**config.mk**
```make
export PLATFORM = sky130hd
export DESIGN_NAME = repeat_cycle_sequencer_top
export DESIGN_NICKNAME = d
export VERILOG_FILES = /design/src/design/rcs_pkg.sv /design/src/design/rcs_cfg_regs.sv /design/src/design/rcs_core.sv /design/src/design/rcs_out_reg.sv /design/src/design/repeat_cycle_sequencer_top.sv
export VERILOG_INCLUDE_DIRS = /design/src /design/src/design
export SDC_FILE = /design/constraint.sdc
export NUM_CORES = 1
export LEC_CHECK = 0
export BUFFER_PORTS_ARGS = -buffer_cell sky130_fd_sc_hd__buf_4
export CAP_MARGIN = 20
export CORE_MARGIN = 1.5
export CORE_UTILIZATION = 64
export DETAILED_ROUTE_END_ITERATION = 12
export GPL_ROUTABILITY_DRIVEN = 0
export HOLD_SLACK_MARGIN = 0.08
export MAX_ROUTING_LAYER = met4
export PLACE_DENSITY = 0.86
export RECOVER_POWER = 25
export REMOVE_ABC_BUFFERS = 1
export SKIP_LAST_GASP = 1
export SYNTH_ARGS = -nofsm -noshare
export SYNTH_HDL_FRONTEND = slang
export SYNTH_HIERARCHICAL = 1
export SYNTH_SLANG_ARGS = --single-unit
```
**constraint.sdc**
```tcl
create_clock -name clk_i -period 9.96 [get_ports clk_i]
set_input_delay 2.49 -clock clk_i [delete_from_list [all_inputs] [get_ports clk_i]]
set_output_delay 2.49 -clock clk_i [all_outputs]
set_load 0.01 [all_outputs]
```
**src/design/repeat_cycle_sequencer_top_assert.svh**
```systemverilog
// Assertion macros shared by the sequencer RTL.
`ifndef REPEAT_CYCLE_SEQUENCER_TOP_ASSERT_SVH
`define REPEAT_CYCLE_SEQUENCER_TOP_ASSERT_SVH

// Condition c must hold in the same cycle as a.
`define RCS_ASSERT_SAME(label, clk, rst_n, a, c, msg) \
  label: assert property (@(posedge clk) disable iff (!rst_n) (a) |-> (c)) \
    else $error(msg);

// Condition c must hold in the cycle after a.
`define RCS_ASSERT_NEXT(label, clk, rst_n, a, c, msg) \
  label: assert property (@(posedge clk) disable iff (!rst_n) (a) |=> (c)) \
    else $error(msg);

`endif

```
**src/design/rcs_pkg.sv**
```systemverilog
package rcs_pkg;

  localparam int unsigned CfgWidth  = 16;
  localparam int unsigned CfgAddrW  = 3;
  localparam int unsigned FieldW    = 16;

  typedef enum logic [1:0] {
    PH_IDLE = 2'd0,
    PH_COND = 2'd1,
    PH_EXEC = 2'd2
  } phase_e;

  typedef enum logic [1:0] {
    CMD_START  = 2'd0,
    CMD_TICK   = 2'd1,
    CMD_PAUSE  = 2'd2,
    CMD_RESUME = 2'd3
  } cmd_e;

  // conditioning modes; any other code behaves as time only
  localparam logic [1:0] MODE_NONE = 2'd0;
  localparam logic [1:0] MODE_TEMP = 2'd2;

  // register indexes on the configuration port
  localparam logic [CfgAddrW-1:0] REG_COND_MODE   = 3'd0;
  localparam logic [CfgAddrW-1:0] REG_COND_LIMIT  = 3'd1;
  localparam logic [CfgAddrW-1:0] REG_TARGET_TEMP = 3'd2;
  localparam logic [CfgAddrW-1:0] REG_TEMP_SENSOR = 3'd3;
  localparam logic [CfgAddrW-1:0] REG_EXEC_LIMIT  = 3'd4;
  localparam logic [CfgAddrW-1:0] REG_REPEAT_TOT  = 3'd5;
  localparam logic [CfgAddrW-1:0] REG_SEC_CHECK   = 3'd6;

  typedef struct packed {
    logic [1:0]               cond_mode;
    logic [FieldW-1:0]        cond_limit;
    logic signed [FieldW-1:0] target_temp;
    logic                     temp_present;
    logic [FieldW-1:0]        exec_limit;
    logic [FieldW-1:0]        repeat_total;
    logic                     sec_enable;
  } cfg_t;

  // result item; member order matches tdata from the high bits down
  typedef struct packed {
    logic              run_ok;
    logic              run_finished;
    logic              security_violation;
    logic              repeat_ok;
    logic              repeat_finished;
    logic              condition_done;
    logic [FieldW-1:0] failed_repeats;
    logic [FieldW-1:0] good_repeats;
    logic [FieldW-1:0] elapsed_ticks;
    logic [FieldW-1:0] repeat_index;
    logic              paused_flag;
    logic [1:0]        phase;
  } result_t;

endpackage

```
**src/design/rcs_cfg_regs.sv**
```systemverilog
module rcs_cfg_regs (
  input  logic                                clk_i,
  input  logic                                rst_ni,
  input  logic                                we_i,
  input  logic [rcs_pkg::CfgAddrW-1:0]        addr_i,
  input  logic [rcs_pkg::CfgWidth-1:0]        wdata_i,
  output rcs_pkg::cfg_t                       cfg_o
);

  rcs_pkg::cfg_t cfg_q;

  always_ff @(posedge clk_i or negedge rst_ni) begin
    if (!rst_ni) begin
      cfg_q <= '0;
    end else if (we_i) begin
      unique case (addr_i)
        rcs_pkg::REG_COND_MODE:   cfg_q.cond_mode    <= wdata_i[1:0];
        rcs_pkg::REG_COND_LIMIT:  cfg_q.cond_limit   <= wdata_i;
        rcs_pkg::REG_TARGET_TEMP: cfg_q.target_temp  <= $signed(wdata_i);
        rcs_pkg::REG_TEMP_SENSOR: cfg_q.temp_present <= wdata_i[0];
        rcs_pkg::REG_EXEC_LIMIT:  cfg_q.exec_limit   <= wdata_i;
        rcs_pkg::REG_REPEAT_TOT:  cfg_q.repeat_total <= wdata_i;
        rcs_pkg::REG_SEC_CHECK:   cfg_q.sec_enable   <= wdata_i[0];
        default: ;
      endcase
    end
  end

  assign cfg_o = cfg_q;

endmodule

```
**src/design/rcs_core.sv**
```systemverilog
module rcs_core #(
  parameter int unsigned COUNT_WIDTH = 16,
  parameter int unsigned TIME_WIDTH  = 16
) (
  input  logic                              clk_i,
  input  logic                              rst_ni,
  input  logic                              fire_i,
  input  rcs_pkg::cmd_e                     cmd_i,
  input  logic signed [rcs_pkg::FieldW-1:0] temp_i,
  input  logic                              pressure_ok_i,
  input  rcs_pkg::cfg_t                     cfg_i,
  output rcs_pkg::result_t                  res_o
);

  localparam int unsigned TCmpW = (TIME_WIDTH  > rcs_pkg::FieldW) ? TIME_WIDTH  : rcs_pkg::FieldW;
  localparam int unsigned CCmpW = (COUNT_WIDTH > rcs_pkg::FieldW) ? COUNT_WIDTH : rcs_pkg::FieldW;

  rcs_pkg::phase_e         phase_q, phase_d;
  logic                    paused_q, paused_d;
  logic [TIME_WIDTH-1:0]   elapsed_q, elapsed_d;
  logic [COUNT_WIDTH-1:0]  rep_q, rep_d;
  logic [COUNT_WIDTH-1:0]  good_q, good_d;
  logic [COUNT_WIDTH-1:0]  fail_q, fail_d;

  logic cond_done, rep_fin, rep_ok, sec_viol, run_fin, run_ok;
  logic go_next, met, stop;
  logic [TCmpW-1:0] el_ext;
  logic [CCmpW-1:0] rep_ext, good_ext, fail_ext;

  // saturated elapsed time counts as having reached any limit
  function automatic logic reached(logic [TIME_WIDTH-1:0] el, logic [rcs_pkg::FieldW-1:0] lim);
    logic [TCmpW-1:0] a;
    logic [TCmpW-1:0] b;
    a = TCmpW'(el);
    b = TCmpW'(lim);
    return (a >= b) || (&el);
  endfunction

  always_comb begin
    phase_d   = phase_q;
    paused_d  = paused_q;
    elapsed_d = elapsed_q;
    rep_d     = rep_q;
    good_d    = good_q;
    fail_d    = fail_q;
    cond_done = 1'b0;
    rep_fin   = 1'b0;
    rep_ok    = 1'b0;
    sec_viol  = 1'b0;
    run_fin   = 1'b0;
    run_ok    = 1'b0;
    go_next   = 1'b0;
    met       = 1'b0;
    stop      = 1'b0;

    unique case (cmd_i)
      rcs_pkg::CMD_START: begin
        rep_d    = '0;
        good_d   = '0;
        fail_d   = '0;
        paused_d = 1'b0;
        go_next  = 1'b1;
      end
      rcs_pkg::CMD_TICK: begin
        if (!paused_q && phase_q != rcs_pkg::PH_IDLE) begin
          elapsed_d = (&elapsed_q) ? elapsed_q : elapsed_q + 1'b1;
          if (phase_q == rcs_pkg::PH_COND) begin
            met = reached(elapsed_d, cfg_i.cond_limit);
            if (cfg_i.cond_mode == rcs_pkg::MODE_TEMP && cfg_i.temp_present &&
                temp_i <= cfg_i.target_temp) begin
              met = 1'b1;
            end
            if (met) begin
              cond_done = 1'b1;
              phase_d   = rcs_pkg::PH_EXEC;
              elapsed_d = '0;
            end
          end else begin
            sec_viol = cfg_i.sec_enable && !pressure_ok_i;
            if (sec_viol || reached(elapsed_d, cfg_i.exec_limit)) begin
              rep_fin = 1'b1;
              rep_ok  = !sec_viol;
              if (sec_viol) begin
                fail_d = (&fail_q) ? fail_q : fail_q + 1'b1;
              end else begin
                good_d = (&good_q) ? good_q : good_q + 1'b1;
              end
              rep_d   = (&rep_q) ? rep_q : rep_q + 1'b1;
              go_next = 1'b1;
            end
          end
        end
      end
      rcs_pkg::CMD_PAUSE: begin
        if (phase_q != rcs_pkg::PH_IDLE) begin
          paused_d = 1'b1;
        end
      end
      rcs_pkg::CMD_RESUME: begin
        paused_d = 1'b0;
      end
      default: ;
    endcase

    // move on to the next repeat, or close the run
    if (go_next) begin
      elapsed_d = '0;
      stop = (CCmpW'(rep_d) >= CCmpW'(cfg_i.repeat_total)) || (&rep_d);
      if (stop) begin
        phase_d = rcs_pkg::PH_IDLE;
        run_fin = 1'b1;
        run_ok  = (fail_d == '0);
      end else if (cfg_i.cond_mode == rcs_pkg::MODE_NONE || cfg_i.cond_limit == '0) begin
        phase_d = rcs_pkg::PH_EXEC;
      end else begin
        phase_d = rcs_pkg::PH_COND;
      end
    end
  end

  always_ff @(posedge clk_i or negedge rst_ni) begin
    if (!rst_ni) begin
      phase_q   <= rcs_pkg::PH_IDLE;
      paused_q  <= 1'b0;
      elapsed_q <= '0;
      rep_q     <= '0;
      good_q    <= '0;
      fail_q    <= '0;
    end else if (fire_i) begin
      phase_q   <= phase_d;
      paused_q  <= paused_d;
      elapsed_q <= elapsed_d;
      rep_q     <= rep_d;
      good_q    <= good_d;
      fail_q    <= fail_d;
    end
  end

  assign el_ext   = TCmpW'(elapsed_d);
  assign rep_ext  = CCmpW'(rep_d);
  assign good_ext = CCmpW'(good_d);
  assign fail_ext = CCmpW'(fail_d);

  always_comb begin
    res_o.phase              = phase_d;
    res_o.paused_flag        = paused_d;
    res_o.repeat_index       = rep_ext[rcs_pkg::FieldW-1:0];
    res_o.elapsed_ticks      = el_ext[rcs_pkg::FieldW-1:0];
    res_o.good_repeats       = good_ext[rcs_pkg::FieldW-1:0];
    res_o.failed_repeats     = fail_ext[rcs_pkg::FieldW-1:0];
    res_o.condition_done     = cond_done;
    res_o.repeat_finished    = rep_fin;
    res_o.repeat_ok          = rep_ok;
    res_o.security_violation = sec_viol;
    res_o.run_finished       = run_fin;
    res_o.run_ok             = run_ok;
  end

endmodule

```
**src/design/rcs_out_reg.sv**
```systemverilog
module rcs_out_reg (
  input  logic             clk_i,
  input  logic             rst_ni,
  input  logic             load_i,
  input  rcs_pkg::result_t res_i,
  input  logic             ready_i,
  output logic             free_o,
  output logic             valid_o,
  output rcs_pkg::result_t res_o
);

  logic             valid_q, valid_d;
  rcs_pkg::result_t res_q;

  // slot is free when empty or being drained this cycle
  assign free_o  = !valid_q || ready_i;
  assign valid_d = load_i || (valid_q && !ready_i);

  always_ff @(posedge clk_i or negedge rst_ni) begin
    if (!rst_ni) begin
      valid_q <= 1'b0;
    end else begin
      valid_q <= valid_d;
    end
  end

  always_ff @(posedge clk_i) begin
    if (load_i) begin
      res_q <= res_i;
    end
  end

  assign valid_o = valid_q;
  assign res_o   = res_q;

endmodule

```
**src/design/repeat_cycle_sequencer_top.sv**
```systemverilog
// A result is registered and appears in the cycle after its input transfer.
// Throughput: one item per cycle; the single output register is reloaded in the
// cycle it drains, so the input stalls only while a result waits downstream.
// Reset (rst_ni, async, active low): configuration registers, phase, pause flag
// and all counters clear to zero; no result is pending.
module repeat_cycle_sequencer_top #(
  parameter int unsigned COUNT_WIDTH = 16,
  parameter int unsigned TIME_WIDTH  = 16
) (
  input  logic                         clk_i,
  input  logic                         rst_ni,
  input  logic                         cfg_we_i,
  input  logic [rcs_pkg::CfgAddrW-1:0] cfg_addr_i,
  input  logic [rcs_pkg::CfgWidth-1:0] cfg_wdata_i,
  input  logic                         s_axis_tvalid,
  output logic                         s_axis_tready,
  // [15:0] temperature_sample, [16] pressure_ok, [23:17] zero
  input  logic [23:0]                  s_axis_tdata,
  // [1:0] cmd
  input  logic [1:0]                   s_axis_tuser,
  output logic                         m_axis_tvalid,
  input  logic                         m_axis_tready,
  // [1:0] phase, [2] paused_flag, [18:3] repeat_index, [34:19] elapsed_ticks,
  // [50:35] good_repeats, [66:51] failed_repeats, [67] condition_done,
  // [68] repeat_finished, [69] repeat_ok, [70] security_violation,
  // [71] run_finished, [72] run_ok, [79:73] zero
  output logic [79:0]                  m_axis_tdata
);

  localparam int unsigned ResW = $bits(rcs_pkg::result_t);

  rcs_pkg::cfg_t    cfg;
  rcs_pkg::result_t res_next, res_out;
  rcs_pkg::cmd_e    cmd;
  logic             in_fire;
  logic             slot_free;

  assign cmd     = rcs_pkg::cmd_e'(s_axis_tuser);
  assign in_fire = s_axis_tvalid && s_axis_tready;
  assign s_axis_tready = slot_free;

  rcs_cfg_regs u_cfg (
    .clk_i   (clk_i),
    .rst_ni  (rst_ni),
    .we_i    (cfg_we_i),
    .addr_i  (cfg_addr_i),
    .wdata_i (cfg_wdata_i),
    .cfg_o   (cfg)
  );

  rcs_core #(
    .COUNT_WIDTH (COUNT_WIDTH),
    .TIME_WIDTH  (TIME_WIDTH)
  ) u_core (
    .clk_i         (clk_i),
    .rst_ni        (rst_ni),
    .fire_i        (in_fire),
    .cmd_i         (cmd),
    .temp_i        ($signed(s_axis_tdata[15:0])),
    .pressure_ok_i (s_axis_tdata[16]),
    .cfg_i         (cfg),
    .res_o         (res_next)
  );

  rcs_out_reg u_out (
    .clk_i   (clk_i),
    .rst_ni  (rst_ni),
    .load_i  (in_fire),
    .res_i   (res_next),
    .ready_i (m_axis_tready),
    .free_o  (slot_free),
    .valid_o (m_axis_tvalid),
    .res_o   (res_out)
  );

  assign m_axis_tdata = {{(80 - ResW){1'b0}}, res_out};

`include "repeat_cycle_sequencer_top_assert.svh"

  `RCS_ASSERT_SAME(a_run_end_idle, clk_i, rst_ni, m_axis_tvalid && res_out.run_finished, res_out.phase == rcs_pkg::PH_IDLE && !res_out.paused_flag, "run finished but sequencer not idle")
  `RCS_ASSERT_SAME(a_ok_needs_fin, clk_i, rst_ni, m_axis_tvalid && (res_out.repeat_ok || res_out.security_violation), res_out.repeat_finished, "repeat status without repeat end")
  `RCS_ASSERT_SAME(a_sec_is_fail, clk_i, rst_ni, m_axis_tvalid && res_out.security_violation, !res_out.repeat_ok && res_out.condition_done == 1'b0, "pressure abort reported as success")
  `RCS_ASSERT_NEXT(a_fire_gives_out, clk_i, rst_ni, in_fire, m_axis_tvalid, "accepted item produced no result")

endmodule

```
==> results.toml <==
[status]
run_status = "complete, but fails checks"
violations = "max-capacitance violations, max-slew violations"

[synth]
combined_area_of_all_synthesized_cells_sq_um = 12100
synth_most_common_cell = "sky130_fd_sc_hd__dfrtp_1"
yosysWarningCount = 6
ys_seq_area_frac = 0.464
yosys.area.top_type = "sky130_fd_sc_hd__dfrtp_1"
synth_top_cells_by_area = "sky130_fd_sc_hd__dfrtp_1 28%, sky130_fd_sc_hd__edfxtp_1 18%, sky130_fd_sc_hd__ha_1 7.1%"
number_of_unique_standard_cell_types_used_by_synthesis = 81
synthCells = 1149
yosys_register_bits = 209
postSynth.asyncResetShare = 0.651
synth_edf_count = 73
average_footprint_of_a_synthesized_cell_sq_um = 10.5
synth_flop_cell = "sky130_fd_sc_hd__dfrtp_1"
post_synth_most_frequent_cells = "136 x sky130_fd_sc_hd__dfrtp_1, 96 x sky130_fd_sc_hd__nor2_1, 93 x sky130_fd_sc_hd__inv_1"
yosys.area.top_type_share = 0.282

[grt]
antenna_found_initial = 0
grt_max_degree = 77
grt_pass1_vias = 9018
grt.overflow.total = 0
grt_pass1_wl_mm = 46.1
groute.usage.overall = 0.300

[setup_path]
worst_setup_path_endpoint = "u_out/res_o[1]"
timing.critical_path.to_type = "flip-flop"
worstRegToRegCells = 28
worst_setup_path_startpoint = "u_core/elapsed_q[3]"
critPathMaxFanout = 19
critical_path_arrival_ns = 8.58
worstSetupPathType = "flip-flop to flip-flop"
timing.critical_path.slowest_cell_delay_ns = 0.67
timing.critical_path.from_type = "flip-flop"
rr_startpoint = "u_core/elapsed_q[3]"
crit-reg2reg-capture = "u_out/res_o[1]"
crit_slowest_cell = "sky130_fd_sc_hd__a2111oi_0"
crit_required_ns = 10.32
ff2ff_setup_slack_ns = 1.75

[sta]
finalMaxSlewViolations = 126
finalSetupViolations = 0
worst_slew_pin_tran_ns = 4.03
timing.final.crit_share = 0.824
setup_total_negative_slack_ns = 0
achievable-frequency_mhz = 122
setup_slack_ns = 1.75
slew_headroom = -1.69
finClkSkew_ns = 0.00916
finalWorstPathRequiredPeriod_ns = 8.21
rsz0062_at_grt = "no"
finalHoldViolations = 0

[die]
dieHeight_um = 140
placeable_core_region_sq_um = 18600
rows = 50
initial_utilization = 0.649
num_io_pins = 132
fp.dieW_um = 140
design.die.area_sq_um = 19700

[pwr]
vdd_drop_max_mv = 0.152
power_per_cell_area_nw_per_um2 = 180
total_power_uw = 2470
total_leakage_power_uw = 0.00619

[detailed_routing]
remaining_drc_errors = 0
totalWireLength_mm = 28.6
detail_route.first_pass.iterations = 7
dr_total_vias = 9410
first_iter_violations = 873
antenna_left = 0
routed_length_per_instance_um = 19.2
viasPerCell = 6.32

[hold_path]
worst_hold_path.num_cells = 1
worst_hold_path_type = "flip-flop to flip-flop"

[layout]
instances_no_fill = 1488
final_cell_area_sq_um = 13700
insertedDiodeCount = 0
final_layout_size_suffix_gt1_frac = 0.216
area.growth.synth_to_final_pct = 13.3
nets_final = 1355

[placement]
place.port_buffers = 117
dpl.cell_count = 1446
hpwl_mm = 19.6
placement.setup.worst_slack_ns = 2.41
placed_area_sq_um = 12900

[cts]
cts_tree = "built"
cts.path.max_buffers = 3
cts_buffers = 23
worst_setup_hold_path_clk_slew_ns = 0.06
ctsResizeCount = 0
cts_hold_repair.buffers = 0
cts_setup_buffers = 0
cts_max_level = 1
clock_insertion_delay_worst_skew_ns = 0.51
cts_num_sinks = 209
buffer_cell_driving_the_clock_tree_root = "sky130_fd_sc_hd__clkbuf_16"

[run]
count_of_max_cap_constraint_violations = 2
state kept, by name (all words and copies together) (netlist names):
signal / cells
u_out/res_o: 73
u_core/fail_q: 16
u_core/phase_q: 2
u_cfg/cfg_o: 68
u_core/elapsed_q: 16
u_core/rep_q: 16
u_core/paused_q: 1
u_core/good_q: 16
u_out/valid_o: 1
cell families after synthesis:
group / after synthesis / share of synthesized area
other: 1 / 0.000311
adders and majority gates: 68 / 0.0705
muxes: 103 / 0.105
xor gates and xnor gates: 34 / 0.0247
DFF: 209 / 0.464
buffers and inverters: 157 / 0.0618
AOI/OAI and AO/OA: 221 / 0.122
and+or+nand+nor: 356 / 0.152
per-layer routing:
| layer | track usage | share of wire | wire (um) | vias up |
|---|---|---|---|---|
| li1 | - | - | - | 4311 |
| met1 | 0.396 | 0.42 | 12000 | 4589 |
| met2 | 0.490 | 0.49 | 13900 | 431 |
| met3 | 0.0366 | 0.065 | 1850 | 79 |
| met4 | 0.0942 | 0.029 | 826 | 0 |
| met5 | - | 0 | 0 | - |
through the flow:
step | utilization | hold WS [ns]
finish | 0.735 | 0.492
global route | 0.735 | 0.522
CTS | 0.737 | 0.507
detailed placement | 0.694 | 0.493
global placement | 0.694 | 0.490
floorplan | - | 0.479
where the power goes:
part | total, uW | switching, uW | internal (uW)
logic | 483 | 262 | 220
registers | 1080 | 82.6 | 994
clock network | 907 | 345 | 562
total | 2470 | 690 | 1780
worst min path at each step:
stage	slack, ns	endpoint	from
after detailed placement	0.49	u_cfg/cfg_o[48]	u_cfg/cfg_o[48]
after floorplan	0.48	u_cfg/cfg_o[10]	u_cfg/cfg_o[10]
after global placement	0.49	u_cfg/cfg_o[7]	u_cfg/cfg_o[7]
after global routing	0.52	u_cfg/cfg_o[43]	u_cfg/cfg_o[43]
final	0.49	u_cfg/cfg_o[43]	u_cfg/cfg_o[43]
after CTS	0.51	u_cfg/cfg_o[4]	u_cfg/cfg_o[4]
worst max-delay path, delay by kind of cell, from the launching register on:
family	cells	cell delay [ns]
AOI/OAI and AO/OA	16	4.47
xor gates and xnor gates	1	0.24
adders and majority gates	2	0.61
buffers and inverters	2	0.24
DFF	1	0.57
and+or+nand+nor	7	1.92
placed cells by master, fill, tap and decap left out, types with 29 or more instances in the layout:
master | synthesis | final
sky130_fd_sc_hd__dfrtp_1 | 136 | 136
sky130_fd_sc_hd__mux2_2 | 67 | 67
sky130_fd_sc_hd__buf_4 | 18 | 116
sky130_fd_sc_hd__nand3_1 | 39 | 39
sky130_fd_sc_hd__inv_1 | 93 | 93
sky130_fd_sc_hd__nand2_1 | 77 | 77
sky130_fd_sc_hd__ha_1 | 68 | 68
sky130_fd_sc_hd__a21oi_1 | 47 | 46
sky130_fd_sc_hd__nand4_1 | 30 | 30
sky130_fd_sc_hd__o21ai_0 | 48 | 48
sky130_fd_sc_hd__mux2_4 | 30 | 29
sky130_fd_sc_hd__nor2_1 | 96 | 95
sky130_fd_sc_hd__edfxtp_1 | 73 | 73
final cells by class:
class	count	area (sq um)
Clock inverter	14	200
Fill cell	1286	4910
Timing Repair Buffer	121	893
Multi-Input combinational cell	789	5730
Inverter	93	349
Tap cell	234	293
Clock buffer	28	604
Sequential cell	209	5600
(Power assumes the default switching activity.)
